==> config.mk <==
export PLATFORM = sky130hd
export DESIGN_NAME = five_node_graphlet_classifier
export DESIGN_NICKNAME = d
export VERILOG_FILES = /design/src/rtl/core/fngc_pkg.sv /design/src/rtl/core/fngc_lookup.sv /design/src/rtl/core/five_node_graphlet_classifier.sv
export SDC_FILE = /design/constraint.sdc
export NUM_CORES = 1
export LEC_CHECK = 0
export BUFFER_PORTS_ARGS = -buffer_cell sky130_fd_sc_hd__buf_4
export CAP_MARGIN = 15
export CORE_MARGIN = 2
export CORE_UTILIZATION = 67
export DETAILED_ROUTE_END_ITERATION = 8
export PLACE_DENSITY = 0.89
export SETUP_SLACK_MARGIN = 0.2
export SLEW_MARGIN = 5
export SYNTH_ARGS = -nofsm -noshare
export SYNTH_HDL_FRONTEND = slang
export SYNTH_SLANG_ARGS = --single-unit
==> constraint.sdc <==
create_clock -name clk -period 9 [get_ports clk]
set_input_delay 1.8 -clock clk [delete_from_list [all_inputs] [get_ports clk]]
set_output_delay 1.8 -clock clk [all_outputs]
set_load 0.005 [all_outputs]
==> src/rtl/core/fngc_pkg.sv <==
package fngc_pkg;

	localparam int NODES = 5;
	localparam int EDGES = 10;
	localparam int ID_W  = 5;

	typedef logic [2:0] deg_t;
	typedef logic [2:0] cnt_t;
	typedef logic [ID_W-1:0] id_t;

	// end points of each edge bit, from bit 0
	localparam logic [2:0] PAIR_LO [EDGES] = '{3'd0, 3'd0, 3'd0, 3'd0, 3'd1,
		3'd1, 3'd1, 3'd2, 3'd2, 3'd3};
	localparam logic [2:0] PAIR_HI [EDGES] = '{3'd1, 3'd2, 3'd3, 3'd4, 3'd2,
		3'd3, 3'd4, 3'd3, 3'd4, 3'd4};

	// degree histogram plus the two neighbour tests
	typedef struct packed {
		cnt_t [4:0] cnt;
		logic       pend_nb2;
		logic       hub_all2;
	} hist_t;

endpackage

==> src/rtl/core/fngc_lookup.sv <==
module fngc_lookup (
	input  fngc_pkg::hist_t hist,
	output fngc_pkg::id_t   graphlet_id,
	output logic            matched
);

	logic [11:0] key;

	// degree histogram of degrees one to four, sorted sequence in disguise
	assign key = {hist.cnt[1], hist.cnt[2], hist.cnt[3], hist.cnt[4]};

	// histogram to class table
	always_comb begin
		graphlet_id = '0;
		matched     = 1'b1;
		if (hist.cnt[0] != 3'd0) begin
			matched = 1'b0;
		end else begin
			case (key)
				{3'd2, 3'd3, 3'd0, 3'd0}: graphlet_id = 5'd8;
				{3'd3, 3'd1, 3'd1, 3'd0}: graphlet_id = 5'd1;
				{3'd4, 3'd0, 3'd0, 3'd1}: graphlet_id = 5'd0;
				{3'd2, 3'd1, 3'd2, 3'd0}: graphlet_id = 5'd4;
				{3'd2, 3'd2, 3'd0, 3'd1}: graphlet_id = 5'd2;
				{3'd0, 3'd5, 3'd0, 3'd0}: graphlet_id = 5'd11;
				{3'd1, 3'd2, 3'd1, 3'd1}: graphlet_id = 5'd5;
				{3'd0, 3'd4, 3'd0, 3'd1}: graphlet_id = 5'd10;
				{3'd1, 3'd1, 3'd3, 3'd0}: graphlet_id = 5'd14;
				{3'd0, 3'd3, 3'd0, 3'd2}: graphlet_id = 5'd7;
				{3'd1, 3'd0, 3'd3, 3'd1}: graphlet_id = 5'd15;
				{3'd0, 3'd2, 3'd2, 3'd1}: graphlet_id = 5'd13;
				{3'd0, 3'd1, 3'd4, 3'd0}: graphlet_id = 5'd17;
				{3'd0, 3'd1, 3'd2, 3'd2}: graphlet_id = 5'd16;
				{3'd0, 3'd0, 3'd4, 3'd1}: graphlet_id = 5'd18;
				{3'd0, 3'd0, 3'd2, 3'd3}: graphlet_id = 5'd19;
				{3'd0, 3'd0, 3'd0, 3'd5}: graphlet_id = 5'd20;
				// pendant vertex split
				{3'd1, 3'd3, 3'd1, 3'd0}: graphlet_id = hist.pend_nb2 ? 5'd9 : 5'd3;
				// degree-three vertex split
				{3'd0, 3'd3, 3'd2, 3'd0}: graphlet_id = hist.hub_all2 ? 5'd6 : 5'd12;
				default: matched = 1'b0;
			endcase
		end
	end

endmodule

==> src/rtl/core/five_node_graphlet_classifier.sv <==
// five-node graphlet classifier
// input channel: edge_valid / edge_stall carry one request, edge_bits, the
//   ten adjacency bits of a 5-vertex graph (pairs 01,02,03,04,12,13,14,23,24,34
//   from bit 0)
// output channel: class_valid / class_stall carry graphlet_id and matched;
//   matched low means the degree sequence names no class and the id is 0
// a request is taken on a rising edge with valid high and stall low
// throughput: one request per cycle, sustained while class_stall stays low
// stages: stage 1 registers the vertex degrees, stage 2 the degree histogram
//   and neighbour tests, stage 3 the looked-up class, which drives class_valid,
//   graphlet_id and matched
// reset: arst_n clears every stage valid at once; no requests are lost
//   beyond those in flight, which are dropped
// receiver stall: the output holds its result; empty stages behind it still
//   fill, and edge_stall rises only once all three stages are full
module five_node_graphlet_classifier (
	input  logic                clk,
	input  logic                arst_n,
	input  logic                edge_valid,
	output logic                edge_stall,
	input  logic [9:0]          edge_bits,
	output logic                class_valid,
	input  logic                class_stall,
	output logic [4:0]          graphlet_id,
	output logic                matched
);

	logic v_s1, v_s2, v_s3;
	logic rdy1, rdy2, rdy3;

	logic [9:0]         bits_s1;
	fngc_pkg::deg_t     deg_s1 [fngc_pkg::NODES];
	fngc_pkg::deg_t     deg_c  [fngc_pkg::NODES];
	fngc_pkg::hist_t    hist_c;
	fngc_pkg::hist_t    hist_s2;
	fngc_pkg::id_t      id_c;
	logic               matched_c;
	fngc_pkg::id_t      id_s3;
	logic               matched_s3;
	logic               adj [fngc_pkg::NODES][fngc_pkg::NODES];

	// stage advance, bubbles collapse
	assign rdy3 = !v_s3 || !class_stall;
	assign rdy2 = !v_s2 || rdy3;
	assign rdy1 = !v_s1 || rdy2;
	assign edge_stall = !rdy1;

	always_ff @(posedge clk or negedge arst_n) begin
		if (!arst_n) begin
			v_s1 <= 1'b0;
			v_s2 <= 1'b0;
			v_s3 <= 1'b0;
		end else begin
			if (rdy1) v_s1 <= edge_valid;
			if (rdy2) v_s2 <= v_s1;
			if (rdy3) v_s3 <= v_s2;
		end
	end

	// vertex degrees
	always_comb begin
		for (int i = 0; i < fngc_pkg::NODES; i++) deg_c[i] = '0;
		for (int k = 0; k < fngc_pkg::EDGES; k++) begin
			deg_c[fngc_pkg::PAIR_LO[k]] = deg_c[fngc_pkg::PAIR_LO[k]] + {2'b00, edge_bits[k]};
			deg_c[fngc_pkg::PAIR_HI[k]] = deg_c[fngc_pkg::PAIR_HI[k]] + {2'b00, edge_bits[k]};
		end
	end

	always_ff @(posedge clk) begin
		if (rdy1 && edge_valid) begin
			bits_s1 <= edge_bits;
			deg_s1  <= deg_c;
		end
	end

	// adjacency matrix from the stage 1 edge bits
	always_comb begin
		for (int u = 0; u < fngc_pkg::NODES; u++)
			for (int v = 0; v < fngc_pkg::NODES; v++) adj[u][v] = 1'b0;
		for (int k = 0; k < fngc_pkg::EDGES; k++) begin
			adj[fngc_pkg::PAIR_LO[k]][fngc_pkg::PAIR_HI[k]] = bits_s1[k];
			adj[fngc_pkg::PAIR_HI[k]][fngc_pkg::PAIR_LO[k]] = bits_s1[k];
		end
	end

	// degree histogram and neighbour tests
	always_comb begin
		logic pend_found;
		logic hub_found;
		hist_c     = '0;
		pend_found = 1'b0;
		hub_found  = 1'b0;
		hist_c.hub_all2 = 1'b1;
		for (int i = 0; i < fngc_pkg::NODES; i++)
			hist_c.cnt[deg_s1[i]] = hist_c.cnt[deg_s1[i]] + 3'd1;
		// lowest-numbered pendant vertex: is its neighbour of degree two
		for (int i = 0; i < fngc_pkg::NODES; i++) begin
			if (!pend_found && deg_s1[i] == 3'd1) begin
				pend_found = 1'b1;
				for (int j = 0; j < fngc_pkg::NODES; j++)
					if (j != i && adj[i][j] && deg_s1[j] == 3'd2) hist_c.pend_nb2 = 1'b1;
			end
		end
		// lowest-numbered degree-three vertex: are all its neighbours of degree two
		for (int i = 0; i < fngc_pkg::NODES; i++) begin
			if (!hub_found && deg_s1[i] == 3'd3) begin
				hub_found = 1'b1;
				for (int j = 0; j < fngc_pkg::NODES; j++)
					if (j != i && adj[i][j] && deg_s1[j] != 3'd2) hist_c.hub_all2 = 1'b0;
			end
		end
	end

	always_ff @(posedge clk) begin
		if (rdy2 && v_s1) hist_s2 <= hist_c;
	end

	// class lookup
	fngc_lookup u_lookup (
		.hist        (hist_s2),
		.graphlet_id (id_c),
		.matched     (matched_c)
	);

	always_ff @(posedge clk) begin
		if (rdy3 && v_s2) begin
			id_s3      <= id_c;
			matched_s3 <= matched_c;
		end
	end

	assign class_valid = v_s3;
	assign graphlet_id = id_s3;
	assign matched     = matched_s3;

endmodule

Word level (Yosys, flattened, before mapping) --
Memory sizes are Yosys's and may differ from the RTL's. A register that Yosys moved wholly into a read port is not among the register bits. Index checks and enable logic that the tools add are counted.
Operators by class: order comparisons 10, equal/unequal tests 39, muxes and demuxes 86, bitwise gates (word level) 1, reductions and logical operators 74, $add $sub $neg 20
Operator list (count):
- $pmux W5 S18 | 1
- $bwmux W15 | 4
- $mux W1 | 59
- $logic_and A1 B1 Y1 | 56
- $eq A12 B10 Y1 const B | 4
- $eq A12 B11 Y1 const B | 4
- $demux W3 S3 | 5
- $bmux W3 S3 | 4
- $eq A12 B8 Y1 const B | 3
- $mux W3 | 11
- $eq A3 B2 Y1 const B | 10
- $eq A12 B7 Y1 const B | 2
- $eq A12 B9 Y1 const B | 2
- $lt A3 B4 Y1 const B | 5
- $reduce_or A19 Y1 | 1
- $add A2 B1 Y3 | 5
- $add A3 B1 Y3 | 5
- $add A3 B1 Y3 const B | 5
- $and A15 B15 Y15 | 1
- $eq A3 B1 Y1 const B | 5
- $ge A3 B1 Y1 const B | 5
- $ne A3 B2 Y1 const B | 5
- $logic_not A1 Y1 | 13
- $eq A12 B12 Y1 const B | 1
- 7 further kinds | 14
Storage, ports and cells: memory bits (read-only) 24, output and inout bits 8, register bits 51, logic and storage cells 249, memories kept 1
Memory list:
- (no name shown) | depth 8, width 3, rd ports 1, clocked after Yosys merged registers in 1, wr ports 0, line five_node_graphlet_classifier.sv:95 | hist_c.cnt[deg_s1[i]] = hist_c.cnt[deg_s1[i]] + 3'd1;

Longest topological paths before layout --
depth in word-level cells 27, depth in mapped cells 23

By module --
From an unflattened synthesis, not the netlist that was laid out.
Unflattened totals: cells, all modules 377, area, all modules 3807.4 um^2
Modules (own cells, without submodules):
- five_node_graphlet_classifier | area each 3284.4 um^2, instances 1, cells an instance 299
- fngc_lookup | area each 523.0 um^2, instances 1, cells an instance 78

Worst setup path after synthesis --
Ideal clock, no wire load.
path kind reg2reg, start reg deg_s1[11] (netlist bit), end reg hist_s2[10] (netlist bit), data pin, arrival 3.778 ns, required time 8.736 ns, stages on the path, launching flop included 22, library setup time 0.264 ns, path slack 4.958 ns, cell sequence edfxtp_1 -> or3b_1 -> xor2_1 -> mux2i_1 -> mux2i_1 -> o21ai_0 -> ha_1 -> inv_1 -> o22ai_1 -> nor2_1 -> o31a_1 -> a21oi_1 -> ha_1 -> nor2_1 -> a21oi_1 -> a22oi_1 -> o211ai_1 -> ha_1 -> buf_1 -> nor2_1 -> nor4b_1 -> nor3_1
RTL lines:
- from (decl) | line five_node_graphlet_classifier.sv:32 | fngc_pkg::deg_t deg_s1 [fngc_pkg::NODES];
- from (signal assigned) | line five_node_graphlet_classifier.sv:72 | deg_s1 <= deg_c;
- to (signal assigned) | line five_node_graphlet_classifier.sv:115 | if (rdy2 && v_s1) hist_s2 <= hist_c;
- to (decl) | line five_node_graphlet_classifier.sv:35 | fngc_pkg::hist_t hist_s2;

==> out/metrics.csv <==
metric;value;unit
outcome;complete, no violations;
pwr dens;165;nW/um2
post-layout power;0.730;mW
final net count;461;
Util after Layout;73.6;%
Synth top area share;34.4;%
worst min path class;register to register;
CTS Sinks;51;
net switching power;0.249;mW
Async SR Flop Fraction;5.88;%
commonest non-fill, non-tap cells in the layout;edfxtp_1, inv_1, nor2_1;
power share of the clock group;21.9;%
RSZ-0062 raised after global routing;no;
worst-skew pair later-pin latency;0.31;ns
Synth Instances;427;
CTS H-tree depth;2;
CP Capture Type;register;
WL per Instance;19.3;um
CP max stage cell;edfxtp_1;
dpl ws;4.45;ns
Leak Pwr;1.62;nW
Port-buffer cells;21;
critical path, cell by cell;nor3b_1 > xor2_1 > mux2i_1 > mux2i_1 > o21ai_0 > ha_1 > inv_1 > o22ai_1 > nor2_1 > o31a_1 > a21oi_1 > ha_1 > nor4b_1 > a32oi_1 > o31ai_1 > a221o_1 > o311a_1 > a211oi_1;
Post-CTS Setup Bufs;0;
Final WS setup;4.32;ns
DR DRC count;0;
most common cell after layout, fill and taps aside;edfxtp_1;
Largest stage delay, worst path;0.54;ns
CTS tree;built;
Net Count, Synth;459;
grt met3 use;2.98;%
initial antenna violation count;0;
actual slew at the worst max-slew pin;1.21;ns
number of enable flip-flop cells after synthesis;48;
vias in the first global route;3369;
Post-DRT Antenna Nets;0;
Initial Util;69.9;%
CP max FO;9;
setup TNS;0;ns
post-synthesis cell area;4190;um2
share of cells above drive strength 1;12.3;%
Peak supply drop;0.000110;V
chip height;83.1;um
internal power;0.481;mW
DR vias/cell;6.87;
critical path launch point type;register;
placed inst area;4300;um2
met1 usage;34.6;%
CP delay by family, top;compound AO/OA/AOI/OAI gates;
Worst Path Class, Setup;register to register;
yosys warns;0;
number of distinct library cells after synthesis;84;
CP bufs+invs;1;
post-cts resize count;0;
Die Wd;83.1;um
synth top area cells;edfxtp_1, ha_1, xnor2_1;
ant diodes;0;
area delta synth->final;5.29;%
Final GP Congestion;1.01;
CTS Hold Bufs;0;
clk root buf;clkbuf_8;
post-synthesis sequential area ratio;36.2;%
met2 Usage GRT;52.6;%
first-pass GRT wire length;16100;um
count of pins over their slew limit;0;
Rows;28;
IO Pins;22;
CTS max path bufs;2;
ys flop type;edfxtp_1;
fmax;0.214;GHz
largest net degree at the start of global routing;26;
Routed WL;9740;um
fillers;445;
Die ar.;6900;um2
Tcrit/Tclk final;52.0;%
Worst Clk Skew;0.0181;ns
gr busiest metal;met2;
Comb power frac;30.4;%
syn avg cell area;9.81;um2
GRT Total Usage;28.8;%
synthesis-stage register bit count;51;
Slew headroom;18.9;%
Initial DRC Count;288;
final setup fails;0;
Vias;3467;
Final Hold Vio Count;0;
Design Area, Final;4410;um2
core area;5990;um2
Pre-antenna DRT Iters;5;
# Max-Cap Violations;0;
clk slew on worst S/H paths;0.10;ns
data arrival time of the worst path;4.81;ns
post-DP HPWL;7570;um
post-synth top area cell;edfxtp_1;
share of power burned in registers;47.7;%
CTS Buf Count;5;
WP data required;9.13;ns
Sw Share;34.1;%
minimum clock period;4.68;ns
GRT overflow;0;
-- metrics by stage --
stage	hold slack, ns	instances
5_1_grt	0.553	505
3_3_place_gp	0.460	497
4_1_cts	0.487	505
2_1_floorplan	0.449	427
6_report	0.495	505
3_5_place_dp	0.465	497
-- state kept, by name, summed over array words and instances (netlist names) --
| register | flops |
|---|---|
| hist_s2 | 17 |
| deg_s1 | 15 |
| bits_s1 | 10 |
| graphlet_id | 5 |
| class_valid | 1 |
| matched | 1 |
| v_s1 | 1 |
| v_s2 | 1 |
-- synthesized netlist by cell type (all sizes together), types with 3 or more instances --
cell	instances
edfxtp	48
nor2	31
inv	30
nand2	26
xnor2	17
nor3	16
a21oi	15
buf	14
ha	13
clkbuf	12
o21ai	11
nor3b	10
or3b	10
a31oi	9
nand3	9
a22oi	8
or3	8
xor2	8
nand2b	7
a211oi	6
mux2i	6
nand3b	6
and3	5
fa	5
o31a	5
o31ai	5
a22o	4
nand4	4
nor4b	4
o22ai	4
o311a	4
or2	4
a221o	3
a222oi	3
and3b	3
dfrtp	3
mux2	3
nor2b	3
o211ai	3
-- area by class of cell --
type                       instances  area, um2  share of cell area, %
timing repair buffer              21        158                   3.57
inverter                          30        113                   2.55
tap                               75       93.8                   2.13
clock inverter                     3       42.5                  0.965
sequential                        51       1520                   34.4
clock buffer                       5       68.8                   1.56
multi-input combinational        320       2420                   54.8
-- worst reg2reg max path: stages, from the launching register on --
cell	delay, ns
edfxtp_1	0.54
nor3b_1	0.54
xor2_1	0.29
mux2i_1	0.12
mux2i_1	0.13
o21ai_0	0.10
ha_1	0.33
inv_1	0.08
o22ai_1	0.24
nor2_1	0.07
o31a_1	0.26
a21oi_1	0.12
ha_1	0.30
nor4b_1	0.11
a32oi_1	0.26
o31ai_1	0.16
a221o_1	0.38
o311a_1	0.31
a211oi_1	0.17
-- power by group through the flow --
stage | clock, mW | sequential, mW | combinational, mW
4_1_cts | 0.160 | 0.346 | 0.220
2_1_floorplan | 0 | 0.322 | 0.193
3_3_place_gp | 0 | 0.350 | 0.213
6_report | 0.160 | 0.348 | 0.222
3_5_place_dp | 0 | 0.351 | 0.218
5_1_grt | 0.170 | 0.353 | 0.244
-- cell families (layout without fill, tap and decap cells) --
| family | Yosys count | after routing | share of synthesized area (%) |
|---|---|---|---|
| AOI/OAI and AO/OA | 106 | 106 | 19.7 |
| DFF | 51 | 51 | 36.2 |
| muxes | 9 | 9 | 2.24 |
| buffers and inverters | 56 | 59 | 6.06 |
| xor gates and xnor gates | 27 | 27 | 6.36 |
| adders and majority gates | 18 | 18 | 6.27 |
| and+or+nand+nor | 160 | 160 | 23.1 |
-- per-layer routing --
metal | vias up | share of wire, % | routed length [um]
met1 | 1618 | 39 | 3780
met2 | 180 | 52 | 5020
met4 | 0 | 3.6 | 346
met3 | 36 | 6.1 | 595
li1 | 1633 | - | -
met5 | - | 0 | 0
-- final timing paths --
check	cells past startpoint	start	slack, ns	end
max in group asynchronous	1	arst_n	7.65	v_s2
worst max register to register	18	deg_s1[12]	4.32	hist_s2[16]
worst min register to register	1	v_s1	0.50	v_s2
worst min-delay path	1	v_s1	0.50	v_s2
min in group asynchronous	1	arst_n	1.26	v_s1
worst max-delay path	18	deg_s1[12]	4.32	hist_s2[16]
No activity file was read; power rests on OpenSTA's default activity.
